`src/design/tstp_pkg.sv`:
```
package tstp_pkg;

  localparam int CHAR_W = 8;
  localparam int BPB_W  = 6;
  localparam int TPB_W  = 15;
  localparam int MULT_W = BPB_W + TPB_W;
  localparam int VAL_W  = 64;
  localparam int CNT_W  = $clog2(MULT_W);
  localparam int CFG_IDX_W  = 1;
  localparam int CFG_DATA_W = TPB_W;

  localparam logic [CHAR_W-1:0] CH_ZERO = 8'h30;
  localparam logic [CHAR_W-1:0] CH_NINE = 8'h39;
  localparam logic [CHAR_W-1:0] CH_BAR  = 8'h42;
  localparam logic [CHAR_W-1:0] CH_BEAT = 8'h62;
  localparam logic [CHAR_W-1:0] CH_TICK = 8'h74;

  localparam logic [MULT_W-1:0] DEC_BASE = MULT_W'(10);

  localparam logic [BPB_W-1:0] BPB_RESET = BPB_W'(4);
  localparam logic [TPB_W-1:0] TPB_RESET = TPB_W'(96);

  localparam logic [CFG_IDX_W-1:0] CFG_BPB = 1'b0;
  localparam logic [CFG_IDX_W-1:0] CFG_TPB = 1'b1;

  typedef enum logic [2:0] {
    ST_OK       = 3'd0,
    ST_FORMAT   = 3'd1,
    ST_ORDER    = 3'd2,
    ST_OVERFLOW = 3'd3,
    ST_ZERO_CFG = 3'd4
  } status_t;

  typedef enum logic [1:0] {
    UNIT_BAR  = 2'd0,
    UNIT_BEAT = 2'd1,
    UNIT_TICK = 2'd2,
    UNIT_NONE = 2'd3
  } unit_t;

  typedef struct packed {
    logic busy;
    logic done;
    logic ovf;
  } mac_status_t;

endpackage

```
`src/design/tstp_if.sv`:
```
interface tstp_in_if import tstp_pkg::*; ();
  logic              valid;
  logic              ready;
  logic [CHAR_W-1:0] character;
  logic              last;

  modport source (output valid, output character, output last, input ready);
  modport sink (input valid, input character, input last, output ready);
endinterface

interface tstp_out_if import tstp_pkg::*; ();
  logic             valid;
  logic             ready;
  logic [VAL_W-1:0] ticks;
  status_t          status;

  modport source (output valid, output ticks, output status, input ready);
  modport sink (input valid, input ticks, input status, output ready);
endinterface

interface tstp_cfg_if import tstp_pkg::*; ();
  logic                  valid;
  logic                  ready;
  logic [CFG_IDX_W-1:0]  index;
  logic [CFG_DATA_W-1:0] data;

  modport source (output valid, output index, output data, input ready);
  modport sink (input valid, input index, input data, output ready);
endinterface

```
`src/design/tstp_mac.sv`:
```
module tstp_mac import tstp_pkg::*; (
  input  logic              clk,
  input  logic              rst,
  input  logic              start,
  input  logic [VAL_W-1:0]  num,
  input  logic [MULT_W-1:0] mult,
  input  logic [VAL_W-1:0]  addend,
  output logic [VAL_W-1:0]  sum,
  output mac_status_t       status
);

  logic [VAL_W-1:0]  acc;
  logic [MULT_W-1:0] mshift;
  logic [CNT_W-1:0]  cnt;
  logic              busy;
  logic              adding;
  logic              ovf;
  logic              done;

  logic [VAL_W-1:0] part;
  logic [VAL_W:0]   step;
  logic [VAL_W:0]   fin;

  always_comb begin
    part = mshift[MULT_W-1] ? num : '0;
    step = {1'b0, acc[VAL_W-2:0], 1'b0} + {1'b0, part};
    fin  = {1'b0, acc} + {1'b0, addend};
  end

  always_ff @(posedge clk) begin
    if (rst) begin
      busy   <= 1'b0;
      adding <= 1'b0;
      done   <= 1'b0;
    end else begin
      done <= 1'b0;
      if (start) begin
        acc    <= '0;
        mshift <= mult;
        cnt    <= CNT_W'(MULT_W - 1);
        ovf    <= 1'b0;
        busy   <= 1'b1;
        adding <= 1'b0;
      end else if (busy && !adding) begin
        acc    <= step[VAL_W-1:0];
        ovf    <= ovf | acc[VAL_W-1] | step[VAL_W];
        mshift <= {mshift[MULT_W-2:0], 1'b0};
        if (cnt == '0) begin
          adding <= 1'b1;
        end else begin
          cnt <= cnt - 1'b1;
        end
      end else if (adding) begin
        sum    <= fin[VAL_W-1:0];
        ovf    <= ovf | fin[VAL_W];
        adding <= 1'b0;
        busy   <= 1'b0;
        done   <= 1'b1;
      end
    end
  end

  assign status.busy = busy;
  assign status.done = done;
  assign status.ovf  = ovf;

endmodule

```
`src/design/time_string_to_ticks_parser_unit.sv`:
```
// Musical time string parser (B bars, b beats, t ticks, e.g. "2B3b10t").
// item:   one character per word, last marks the end of the string.
// result: one word per string, carrying total ticks and status, raised
//         from the finish step once a word marked last is through and the
//         output register is free; other characters give no result.
// cfg:    writes the bar length in beats (index 0) and ticks_per_beat
//         (index 1); always ready, write only while the parser is idle.
// Timing: a digit or a well placed unit letter goes from acceptance through
//         the shared serial multiply-add unit before the next word can be
//         taken: one multiplier bit per cycle over a 21-bit multiplier,
//         then one 64-bit add, a commit step in the run state and a finish
//         step. Any other character (bad character, misplaced unit letter,
//         or any character after an error) goes straight to the finish step.
// Reset:  clears the parse state and the result valid flag; registers return
//         to 4 beats per bar and 96 ticks per beat.
// Stall:  a finished result waits in the output register; the next string
//         is parsed meanwhile, and only its own final word waits for the
//         output register to drain.
module time_string_to_ticks_parser_unit import tstp_pkg::*; (
  input  logic       clk,
  input  logic       rst,
  tstp_in_if.sink    item,
  tstp_out_if.source result,
  tstp_cfg_if.sink   cfg
);

  typedef enum logic [2:0] {
    S_IDLE   = 3'b001,
    S_RUN    = 3'b010,
    S_FINISH = 3'b100
  } state_t;

  state_t            state;
  logic [BPB_W-1:0]  bar_beats;
  logic [TPB_W-1:0]  ticks_per_beat;
  logic [VAL_W-1:0]  number_acc;
  logic [VAL_W-1:0]  total_acc;
  unit_t             prev_unit;
  logic              expect_digit;
  logic              first_char;
  logic              lone_zero;
  status_t           error_code;
  logic              last_q;
  logic              op_digit;
  logic [3:0]        digit;

  logic              accept;
  logic              is_digit;
  unit_t             unit;
  logic              order_bad;
  logic              mac_start;
  logic [MULT_W-1:0] mult;
  logic [VAL_W-1:0]  addend;
  logic [VAL_W-1:0]  mac_sum;
  mac_status_t       mac_st;
  logic              out_free;
  logic              parse_clear;
  status_t           final_status;

  assign item.ready = (state == S_IDLE);
  assign cfg.ready  = 1'b1;
  assign accept     = item.valid && item.ready;

  always_comb begin
    is_digit = (item.character >= CH_ZERO) && (item.character <= CH_NINE);
    unique case (item.character)
      CH_BAR:  unit = UNIT_BAR;
      CH_BEAT: unit = UNIT_BEAT;
      CH_TICK: unit = UNIT_TICK;
      default: unit = UNIT_NONE;
    endcase
    order_bad = (prev_unit != UNIT_NONE) && (unit <= prev_unit);
    mac_start = accept && (error_code == ST_OK) &&
                (is_digit || (unit != UNIT_NONE && !expect_digit && !order_bad));
    case (unit)
      UNIT_BAR:  mult = MULT_W'(bar_beats) * MULT_W'(ticks_per_beat);
      UNIT_BEAT: mult = MULT_W'(ticks_per_beat);
      UNIT_TICK: mult = MULT_W'(1);
      default:   mult = DEC_BASE;
    endcase
    if (is_digit) begin
      mult = DEC_BASE;
    end
    addend = op_digit ? VAL_W'(digit) : total_acc;
  end

  always_comb begin
    if (bar_beats == '0 || ticks_per_beat == '0) begin
      final_status = ST_ZERO_CFG;
    end else if (lone_zero) begin
      final_status = ST_OK;
    end else if (error_code != ST_OK) begin
      final_status = error_code;
    end else if (!expect_digit) begin
      final_status = ST_FORMAT;
    end else begin
      final_status = ST_OK;
    end
    out_free    = !result.valid || result.ready;
    parse_clear = (state == S_FINISH) && last_q && out_free;
  end

  tstp_mac u_mac (
    .clk    (clk),
    .rst    (rst),
    .start  (mac_start),
    .num    (number_acc),
    .mult   (mult),
    .addend (addend),
    .sum    (mac_sum),
    .status (mac_st)
  );

  always_ff @(posedge clk) begin
    if (rst) begin
      state          <= S_IDLE;
      bar_beats      <= BPB_RESET;
      ticks_per_beat <= TPB_RESET;
      number_acc     <= '0;
      total_acc      <= '0;
      prev_unit      <= UNIT_NONE;
      expect_digit   <= 1'b1;
      first_char     <= 1'b1;
      lone_zero      <= 1'b0;
      error_code     <= ST_OK;
      result.valid   <= 1'b0;
    end else begin
      if (cfg.valid && cfg.ready) begin
        unique case (cfg.index)
          CFG_BPB: bar_beats      <= cfg.data[BPB_W-1:0];
          CFG_TPB: ticks_per_beat <= cfg.data[TPB_W-1:0];
          default: ;
        endcase
      end

      if (result.valid && result.ready && !parse_clear) begin
        result.valid <= 1'b0;
      end

      unique case (state)
        S_IDLE: begin
          if (accept) begin
            lone_zero  <= first_char && (item.character == CH_ZERO);
            first_char <= 1'b0;
            last_q     <= item.last;
            op_digit   <= is_digit;
            digit      <= item.character[3:0];
            if (error_code == ST_OK && !is_digit) begin
              if (unit == UNIT_NONE || expect_digit) begin
                error_code <= ST_FORMAT;
              end else if (order_bad) begin
                error_code <= ST_ORDER;
              end else begin
                prev_unit <= unit;
              end
            end
            state <= mac_start ? S_RUN : S_FINISH;
          end
        end
        S_RUN: begin
          if (mac_st.done) begin
            if (mac_st.ovf) begin
              error_code <= ST_OVERFLOW;
            end else if (op_digit) begin
              number_acc   <= mac_sum;
              expect_digit <= 1'b0;
            end else begin
              total_acc    <= mac_sum;
              number_acc   <= '0;
              expect_digit <= 1'b1;
            end
            state <= S_FINISH;
          end
        end
        S_FINISH: begin
          if (!last_q) begin
            state <= S_IDLE;
          end else if (out_free) begin
            result.valid  <= 1'b1;
            result.status <= final_status;
            result.ticks  <= (final_status == ST_OK && !lone_zero) ? total_acc : '0;
            number_acc    <= '0;
            total_acc     <= '0;
            prev_unit     <= UNIT_NONE;
            expect_digit  <= 1'b1;
            first_char    <= 1'b1;
            lone_zero     <= 1'b0;
            error_code    <= ST_OK;
            state         <= S_IDLE;
          end
        end
        default: state <= S_IDLE;
      endcase
    end
  end

  a_no_accept_while_busy: assert property (@(posedge clk) disable iff (rst)
    mac_st.busy |-> !item.ready)
    else $error("item accepted while multiply-add busy");

  a_done_in_run: assert property (@(posedge clk) disable iff (rst)
    mac_st.done |-> (state == S_RUN))
    else $error("multiply-add done outside run state");

  a_error_sticky: assert property (@(posedge clk) disable iff (rst)
    (error_code != ST_OK && !parse_clear) |=> $stable(error_code))
    else $error("error code changed before end of string");

  a_result_from_finish: assert property (@(posedge clk) disable iff (rst)
    $rose(result.valid) |-> $past(state == S_FINISH))
    else $error("result raised outside finish state");

endmodule

```
`src/flat_wrapper.sv`:
```
// flat-port wrapper written by rule: the top's interface ports become plain ports
module time_string_to_ticks_parser_unit_flat import tstp_pkg::*;
  (clk, rst, item_valid, item_character, item_last, item_ready, result_valid, result_ticks, result_status, result_ready, cfg_valid, cfg_index, cfg_data, cfg_ready);
  tstp_in_if item_i ();
  tstp_out_if result_i ();
  tstp_cfg_if cfg_i ();
  input  logic clk;
  input  logic rst;
  input wire logic [$bits(item_i.valid)-1:0] item_valid;
  input wire logic [$bits(item_i.character)-1:0] item_character;
  input wire logic [$bits(item_i.last)-1:0] item_last;
  output wire logic [$bits(item_i.ready)-1:0] item_ready;
  output wire logic [$bits(result_i.valid)-1:0] result_valid;
  output wire logic [$bits(result_i.ticks)-1:0] result_ticks;
  output wire logic [$bits(result_i.status)-1:0] result_status;
  input wire logic [$bits(result_i.ready)-1:0] result_ready;
  input wire logic [$bits(cfg_i.valid)-1:0] cfg_valid;
  input wire logic [$bits(cfg_i.index)-1:0] cfg_index;
  input wire logic [$bits(cfg_i.data)-1:0] cfg_data;
  output wire logic [$bits(cfg_i.ready)-1:0] cfg_ready;
  assign item_i.valid = item_valid;
  assign item_i.character = item_character;
  assign item_i.last = item_last;
  assign item_ready = item_i.ready;
  assign result_valid = result_i.valid;
  assign result_ticks = result_i.ticks;
  assign result_status = result_i.status;
  assign result_i.ready = result_ready;
  assign cfg_i.valid = cfg_valid;
  assign cfg_i.index = cfg_index;
  assign cfg_i.data = cfg_data;
  assign cfg_ready = cfg_i.ready;
  time_string_to_ticks_parser_unit u_core (.clk(clk), .rst(rst), .item(item_i), .result(result_i), .cfg(cfg_i));
endmodule
```
`config.mk`:
```
export PLATFORM = sky130hd
export DESIGN_NAME = time_string_to_ticks_parser_unit_flat
export DESIGN_NICKNAME = d
export VERILOG_FILES = /design/src/design/tstp_pkg.sv /design/src/design/tstp_if.sv /design/src/design/tstp_mac.sv /design/src/design/time_string_to_ticks_parser_unit.sv /design/src/flat_wrapper.sv
export SDC_FILE = /design/constraint.sdc
export NUM_CORES = 1
export LEC_CHECK = 0
export BUFFER_PORTS_ARGS = -buffer_cell sky130_fd_sc_hd__buf_4
export CORE_MARGIN = 2
export CORE_UTILIZATION = 35
export DETAILED_ROUTE_END_ITERATION = 10
export PLACE_DENSITY = 0.47
export SLEW_MARGIN = 20
export SYNTH_ARGS = -nofsm -noshare
export SYNTH_HDL_FRONTEND = slang
export SYNTH_SLANG_ARGS = --single-unit
```
`constraint.sdc`:
```
create_clock -name clk -period 18 [get_ports clk]
set_clock_uncertainty 0.15 [all_clocks]
set_input_delay 2.7 -clock clk [delete_from_list [all_inputs] [get_ports clk]]
set_output_delay 2.7 -clock clk [all_outputs]
set_load 0.1 [all_outputs]
```
* Word level (Yosys, flattened, before mapping) *
Index checks and enable logic that the tools add are counted.

word-level totals
  logic and storage cells = 188
  bits in registers = 392
  bits of input ports = 30

operators by class
  multiply operators = 1
  multiplexer cells = 68
  $lt $le $gt $ge = 3
  bitwise gates (word level) = 7
  equality and inequality tests = 26
  add/sub/neg operators = 3
  reduce and logical (&&, ||, !) cells = 56

operators with widths
  operator                                                            number
  2-to-1 mux 64 bit                                                   11
  one-hot mux 64 bit (2 select lines)                                 2
  adder 64 x 64 -> 65 bit                                             2
  2-to-1 mux 21 bit                                                   3
  one-hot mux 21 bit (3 select lines)                                 1
  2-to-1 mux 3 bit                                                    16
  == test 8 x 7 -> 1 bit (second input constant)                      3
  multiplier 6 x 15 -> 21 bit                                         1
  2-to-1 mux 1 bit                                                    20
  != test 2 bit (second input constant)                               10
  one-hot mux 3 bit (3 select lines)                                  2
  logical AND 1 bit                                                   15
  zero test 15 bit                                                    1
  2-to-1 mux 2 bit                                                    6
  AND reduction 4 bit                                                 3
  2-to-1 mux 5 bit                                                    2
  AND reduction 2 bit                                                 5
  AND reduction 3 bit                                                 3
  nonzero test 3 bit                                                  3
  == test 8 x 6 -> 1 bit (second input constant)                      1
  greater-or-equal comparator 8 x 6 -> 1 bit (second input constant)  1
  <= comparator 8 x 6 -> 1 bit (second input constant)                1
  != test 2 x 1 -> 1 bit (second input constant)                      4
  AND reduction 8 bit                                                 1
  24 further kinds                                                    47

* Logic depth before layout (Yosys ltp) *
Gate-level depths: netlist of run 1.

  depth in word-level cells = 11
  depth in mapped cells = 18

* Cells and area by module *
Synthesis of run 1 repeated with hierarchy kept, for this count alone.

unflattened totals
  cell total of the unflattened synthesis = 2883
  area, all modules = 25834.8 um^2

by module, submodules not included
  module                            instances  cells each  sequential area each (um^2)  area an instance (um^2)
  tstp_mac                          1          1512        4714.5                       13686.9
  time_string_to_ticks_parser_unit  1          1371        5395.2                       12147.9

* Worst setup path after synthesis of run 1 *
OpenSTA, ideal clock, no wires.

  path kind = input-to-reg
  start point = input port item_character[0]
  end point = register u_core.u_mac.sum[0] (enable)
  setup time = 578 ps
  path slack = 7721 ps
  buffers on the path = 2
  arrival time = 9551 ps
  stages = 12
  path through = or4b_1 nor2_1 inv_1 ha_1 a21oi_1 a21oi_1 a21oi_1 nor2_2 o21a_1 clkbuf_1 clkbuf_1 nor3b_1

on the way
  longest elaborated chain between the ends = 10

ends and longest elaborated chain
  what                                    RTL line                                text
  start, declared                         flat_wrapper.sv:10                      input wire logic [$bits(item_i.character)-1:0] item_character;
  == test 8 x 7 -> 1 bit                  time_string_to_ticks_parser_unit.sv:66  unique case (item.character)
  one-hot mux 2 bit (3 select lines)      time_string_to_ticks_parser_unit.sv:66
  <= comparator 2 bit                     time_string_to_ticks_parser_unit.sv:72  order_bad = (prev_unit != UNIT_NONE) && (unit <= prev_unit);
  logical AND 1 bit                       time_string_to_ticks_parser_unit.sv:72
  zero test 1 bit                         time_string_to_ticks_parser_unit.sv:74  (is_digit || (unit != UNIT_NONE && !expect_digit && !order_bad));
  logical AND 1 bit                       time_string_to_ticks_parser_unit.sv:74
  logical OR 1 bit *                      time_string_to_ticks_parser_unit.sv:74
  logical AND 1 bit *                     time_string_to_ticks_parser_unit.sv:73  mac_start = accept && (error_code == ST_OK) &&
  inverter 1 bit (no source line) *       -
  AND reduction 4 bit (no source line) *  -
  end signal, assigned                    tstp_mac.sv:54                          sum <= fin[VAL_W-1:0];
  end, declared                           tstp_mac.sv:8                           output logic [VAL_W-1:0] sum,

Mark *: on every way between the ends. The rest lies on a longest branch, timed or not.
A chain may end at the register's enable or synchronous reset.

* Worst setup path after layout of run 1 *
  start point = input port item_character[0]
  end point = register u_core.u_mac.cnt[0] (enable)

on the way
  longest elaborated chain between the ends = 10

ends and longest elaborated chain
  what                                                                           RTL line                                text
  == test 8 x 7 -> 1 bit                                                         time_string_to_ticks_parser_unit.sv:66
  one-hot mux 2 bit (3 select lines)                                             time_string_to_ticks_parser_unit.sv:66
  <= comparator 2 bit                                                            time_string_to_ticks_parser_unit.sv:72
  logical AND 1 bit                                                              time_string_to_ticks_parser_unit.sv:72
  zero test 1 bit                                                                time_string_to_ticks_parser_unit.sv:74
  logical AND 1 bit                                                              time_string_to_ticks_parser_unit.sv:74
  logical OR 1 bit *                                                             time_string_to_ticks_parser_unit.sv:74
  logical AND 1 bit *                                                            time_string_to_ticks_parser_unit.sv:73
  != test 2 x 1 -> 1 bit (no source line) or nonzero test 2 bit (tied branches)  -
  AND reduction 3 bit (no source line) *                                         -
  end signal, assigned                                                           tstp_mac.sv:40                          cnt <= CNT_W'(MULT_W - 1);
  end signal, assigned                                                           tstp_mac.sv:51                          cnt <= cnt - 1'b1;
  end, declared                                                                  tstp_mac.sv:14                          logic [CNT_W-1:0] cnt;

Marks and branches as above.

==> results_dict.tcl, run 1 <==
set metrics [dict create \
    status "finished clean" \
    switching_share 0.232 \
    hold_viol_final 0 \
    p_clk_frac 0.480 \
    synth_edf_count 228 \
    ys_seq_elements 391 \
    post_cts_resized 0 \
    coreArea_um2 71200 \
    root_buffer "clkbuf_16" \
    cts.htree.levels 2 \
    crit_slowest_cell "a21oi_4" \
    dieHeight_um 272 \
    min_period_ps 6700 \
    yosysSeqAreaShare 0.403 \
    power.density_nw_per_um2 72.7 \
    clkLatencyLatePin_ps 590 \
    r2r_slack_ps 12630 \
    post-place-ws_ps 10650 \
    grt.overflow.total 0 \
    postCtsSetupBuffers 0 \
    relSlewSlack 0.237 \
    hold_path_class "flip-flop to flip-flop" \
    synth_nets 3019 \
    post_drt_via_cell_ratio 5.29 \
    ys_warn_count 0 \
    final_cell_mix "nand2_1 (343), a21oi_1 (310), edfxtp_1 (228)" \
    power_leakage_uw 0.0117 \
    dieWidth_um 272 \
    holdBufCountCts 0 \
    gp_congestion 0.871 \
    cp-start-kind "input port" \
    grt_pass1_vias 20387 \
    stdcell_count 3787 \
    cpMostUsedCell "a21oi_1" \
    syn_to_final_growth_pct 12.7 \
    fin_nets 3045 \
    maxCapViolCount 0 \
    drt-initial-drc-count 1095 \
    critPathRequiredTime_ps 18120 \
    drive_gt1_frac 0.0857 \
    grt_max_degree 68 \
    synth.top_cell.area_share 0.273 \
    cp_cell_sequence "buf_4 > or4b_1 > nor2_1 > inv_1 > ha_1 > a21oi_1 > a21oi_1 > a21oi_1 > nor2_2 > o21ai_4 > a21oi_4 > buf_4 > and2_1" \
    avgSynthCellArea_um2 9.05 \
    crit_path_end_kind "flip-flop" \
    diodes 0 \
    p_total_uw 2060 \
    cts_buffers 49 \
    drt_pre_antenna_iters 8 \
    netlist_top_cells_area "edfxtp_1 (27%), dfxtp_1 (13%), ha_1 (7.9%)" \
    arrival_ps 6820 \
    finalMaxSlewViolations 0 \
    rsz0062_at_grt "no" \
    p_seq_frac 0.466 \
    cp_max_fo 56 \
    synth_cell_types 87 \
    dieArea_um2 73900 \
    clock_sinks 391 \
    power_report.internal_total_uw 1580 \
    synth_top_area_cell "edfxtp_1" \
    setup-tns-final_ps 0 \
    postSynth.asyncResetShare 0 \
    syn_inst 2775 \
    fin_area_um2 28300 \
    antenna_found_initial 2 \
    p_switching_uw 479 \
    grt_pass1_wl_um 113000 \
    period_share 0.372 \
    portBuffers 98 \
    cpPeakStageDelay_ps 820 \
    cts_tree "built" \
    placedCellCount 3700 \
    dp_hpwl_um 51000 \
    avgRoutedWirePerCell_um 19.0 \
    synth_area_um2 25100 \
    criticalPathCategory "input port to flip-flop" \
    layout_commonest_cell "nand2_1" \
    num_rows 98 \
    ir_drop_mv 0.0499 \
    grt_usage 0.193 \
    wl_um 71800 \
    combinationalPowerShare 0.054 \
    finalSetupViolCount 0 \
    vias 20024 \
    start_util 0.353 \
    io_pins 100 \
    fin_ws_ps 11300 \
    tightest_slew_ps 1140 \
    max_freq_ghz 0.149 \
    antenna_left 0 \
    cts_buffer_depth 3 \
    synthFlopType "edfxtp_1" \
    drc 0 \
    clkSlewWorstSetupHoldPaths_ps 50 \
    placed_cell_area_um2 26700 \
]
[worst paths after layout]
path                                           start                 endpoint  cells past startpoint
worst max-delay path               item_character[0]      u_core.u_mac.cnt[0]                     13
worst min-delay path            u_core.number_acc[1]     u_core.number_acc[1]                      2
worst max register to register   u_core.bar_beats[3]  u_core.u_mac.mshift[20]                     16
worst min register to register  u_core.number_acc[1]     u_core.number_acc[1]                      2
[Yosys cell counts, drive strengths merged, types with 37 or more instances]
cell    number
and2       219
ha         159
inv        122
xor2        45
o21ai       91
a21oi      317
clkbuf     135
fa          55
dfxtp      163
nor3        37
nor2b       77
xnor2       75
nand2      344
edfxtp     228
nor2       168
a21o        76
nand3      124
[power by group through the flow]
stage | sequential, uW | combinational [uW] | clock (uW)
5_1_grt | 960 | 126 | 1050
3_5_place_dp | 978 | 113 | 0
4_1_cts | 959 | 113 | 1020
6_report | 959 | 111 | 988
3_3_place_gp | 978 | 110 | 0
2_1_floorplan | 971 | 79.1 | 0
[cells by family after synthesis]
kind of cell | Yosys count | share of synthesized area
AND/OR/NAND/NOR | 1088 | 0.216
AO/OA/AOI/OAI | 677 | 0.169
flip-flops | 391 | 0.403
buffers and inverters | 265 | 0.0398
adder cells (fa/ha/maj) | 214 | 0.123
XOR/XNOR | 120 | 0.0418
multiplexers | 19 | 0.00782
other | 1 | 0.000149
[layer usage]
| metal | vias to the layer above | share of wire | track usage | wire length, um |
|---|---|---|---|---|
| li1 | 9799 | - | - | - |
| met1 | 9727 | 0.46 | 0.253 | 32700 |
| met2 | 393 | 0.48 | 0.333 | 34300 |
| met3 | 105 | 0.038 | 0.0240 | 2750 |
| met4 | 0 | 0.028 | 0.0573 | 1990 |
| met5 | - | 0 | 0 | 0 |
[sequential cells by signal, indices dropped and copies added, names as in the netlist, 2 cells and up]
signal                 cells
u_core.u_mac.sum          64
u_core.result.status       3
u_core.number_acc         64
u_core.state               3
u_core.bar_beats           6
u_core.u_mac.cnt           5
u_core.total_acc          64
u_core.digit               4
u_core.u_mac.mshift       21
u_core.error_code          2
u_core.ticks_per_beat     15
u_core.u_mac.acc          64
u_core.prev_unit           2
u_core.result.ticks       64
[worst max-delay path, delay by kind of cell]
family	cells	cell delay (ps)
AND/OR/NAND/NOR	4	1450
AO/OA/AOI/OAI	5	1170
buffers and inverters	3	1100
adder cells (fa/ha/maj)	1	330
[per-stage QoR]
| stage | hold WS (ps) | utilization |
|---|---|---|
| CTS | 298 | 0.397 |
| global route | 310 | 0.397 |
| global placement | 286 | 0.375 |
| detailed placement | 290 | 0.375 |
| floorplan | 277 | - |
| finish | 298 | 0.397 |
[area by class of cell]
| cell class | instances | area (um^2) |
|---|---|---|
| multi-input combinational | 2119 | 14100 |
| tap | 950 | 1190 |
| clock inverter | 16 | 178 |
| fill | 7189 | 42900 |
| timing repair buffer | 118 | 886 |
| clock buffer | 71 | 1410 |
| sequential | 391 | 10100 |
| inverter | 122 | 458 |
No activity file was read; power rests on OpenSTA's default activity.
==> run 2: changes to the inputs <==
==> constraint.sdc (replaced) <==
create_clock -name clk -period 6.5 [get_ports clk]
set_clock_uncertainty 0.15 [all_clocks]
set_input_delay 0.975 -clock clk [delete_from_list [all_inputs] [get_ports clk]]
set_output_delay 0.975 -clock clk [all_outputs]
set_load 0.1 [all_outputs]
==> run 2 against run 1 <==
Compared with the run above:
- combinational power increased to 2.8 times the previous value
- via count decreased by 0.13%
- core utilization increased by 0.20 points
- cell count increased by 0.26%
- clock power increased to 2.9 times the previous value
- first-iteration DRC count increased by 24%
- critical path type is now flip-flop to flip-flop
- critical endpoint is now u_core.u_mac.mshift[20]
==> results_dict.tcl, run 2 (same netlist as run 1, synthesis figures left out) <==
set metrics [dict create \
    drt_pre_antenna_iters 5 \
    ir_drop_mv 0.163 \
    clock_sinks 391 \
    cpMostUsedCell "fa_1" \
    hp-start "u_core.number_acc[55]" \
    power_leakage_uw 0.0117 \
    min_period_ps 5130 \
    status "finished clean" \
    finalMaxSlewViolations 0 \
    rsz0062_at_grt "no" \
    dieArea_um2 73900 \
    final-seq-area_um2 10100 \
    avgRoutedWirePerCell_um 19.0 \
    grt_usage 0.194 \
    multi_input_area_um2 14100 \
    stdcell_count 3797 \
    crit_path_end_kind "flip-flop" \
    criticalPathCategory "flip-flop to flip-flop" \
    nFillCells 7092 \
    period_share 0.790 \
    placedCellCount 3704 \
    dp_hpwl_um 51300 \
    cts_buffers 49 \
    finalSetupViolCount 0 \
    grt.overflow.total 0 \
    tightest_slew_ps 1040 \
    grt_pass1_vias 20417 \
    cpPeakStageDelay_ps 720 \
    vias 19998 \
    fin_util 0.399 \
    num_rows 98 \
    relSlewSlack 0.303 \
    wl_um 72100 \
    antenna_found_initial 1 \
    syn_to_final_growth_pct 13.3 \
    holdBufCountCts 0 \
    coreArea_um2 71200 \
    fin_ws_ps 1370 \
    grt_max_degree 68 \
    cp_max_fo 17 \
    max_freq_ghz 0.195 \
    drc 0 \
    cts_buffer_depth 3 \
    power.density_nw_per_um2 205 \
    final_cell_mix "nand2_1 (343), a21oi_1 (310), edfxtp_1 (228)" \
    dieWidth_um 272 \
    gp_congestion 0.857 \
    cts.htree.levels 2 \
    clkLatencyLatePin_ps 590 \
    io_pins 100 \
    antenna_left 0 \
    layout_commonest_cell "nand2_1" \
    fin_area_um2 28400 \
    postCtsSetupBuffers 0 \
    cp_cell_sequence "and2_1 > fa_1 > inv_1 > fa_1 > fa_1 > inv_1 > ha_1 > a21oi_1 > o21bai_1 > a31o_2 > a2111o_1 > a31o_2 > a21o_1 > and2_1 > o2111ai_1 > o211ai_1" \
    post_drt_via_cell_ratio 5.27 \
    drive_gt1_frac 0.0900 \
    cp-start-kind "flip-flop" \
    cts_tree "built" \
    critPathRequiredTime_ps 6680 \
    drt-initial-drc-count 1356 \
    fin_nets 3049 \
    hold_viol_final 0 \
    crit_slowest_cell "dfxtp_1" \
    arrival_ps 5310 \
    clkSlewWorstSetupHoldPaths_ps 60 \
    post_cts_resized 0 \
    startpoint "u_core.bar_beats[0]" \
    setup-tns-final_ps 0 \
    hold_path_class "flip-flop to flip-flop" \
    post-place-ws_ps 1330 \
    grt_pass1_wl_um 115000 \
    placed_cell_area_um2 26800 \
    root_buffer "clkbuf_16" \
    portBuffers 98 \
    r2r-start "u_core.bar_beats[0]" \
    dieHeight_um 272 \
    maxCapViolCount 0 \
    start_util 0.353 \
]
-- run 2: changes by cell type in the layout (fill, tap and decap cells not counted), sizes merged --
cell    before  now
buf        118  122
clkinv      11   14
diode        0    1
inv        122  124
-- run 2: metrics by stage --
step	hold slack (ps)	total power (uW)
after floorplan	277	2910
after global placement	289	3020
after detailed placement	291	3020
after CTS	301	5920
after global routing	313	6030
final	297	5830
-- run 2: cell type report --
| class | instances | area share |
|---|---|---|
| inverter | 122 | 0.0161 |
| multi-input combinational | 2119 | 0.495 |
| timing repair buffer | 122 | 0.0322 |
| sequential | 391 | 0.355 |
| clock inverter | 21 | 0.00765 |
| antenna | 1 | 0.0000880 |
| tap | 950 | 0.0418 |
| clock buffer | 71 | 0.0517 |
-- run 2: routing by layer --
| metal | up-vias | track usage | share of wire |
|---|---|---|---|
| met4 | 0 | 0.0570 | 0.027 |
| li1 | 9811 | - | - |
| met5 | - | 0 | 0 |
| met2 | 375 | 0.325 | 0.47 |
| met1 | 9713 | 0.262 | 0.47 |
| met3 | 99 | 0.0249 | 0.037 |
-- run 2: final timing paths --
kind                            cells past startpoint                      end  slack [ps]
worst min-delay path                                2    u_core.number_acc[55]         300
worst max-delay path                               16  u_core.u_mac.mshift[20]        1370
worst min register to register                      2    u_core.number_acc[55]         300
worst max register to register                     16  u_core.u_mac.mshift[20]        1370
-- run 2: worst max-delay path, delay by kind of cell, from the launching register on --
family,cells,cell delay [ps]
AOI/OAI and AO/OA,8,1740
adders and majority gates,4,1730
DFF,1,720
and+or+nand+nor,2,410
buffers and inverters,2,120
-- run 2: report_power, final --
part           switching [uW]  leakage, uW  internal (uW)  total [uW]
Sequential               31.3      0.00351           2620        2650
Combinational             207      0.00739            106         313
Clock                    1130     0.000836           1730        2860
Total                    1370       0.0117           4450        5830
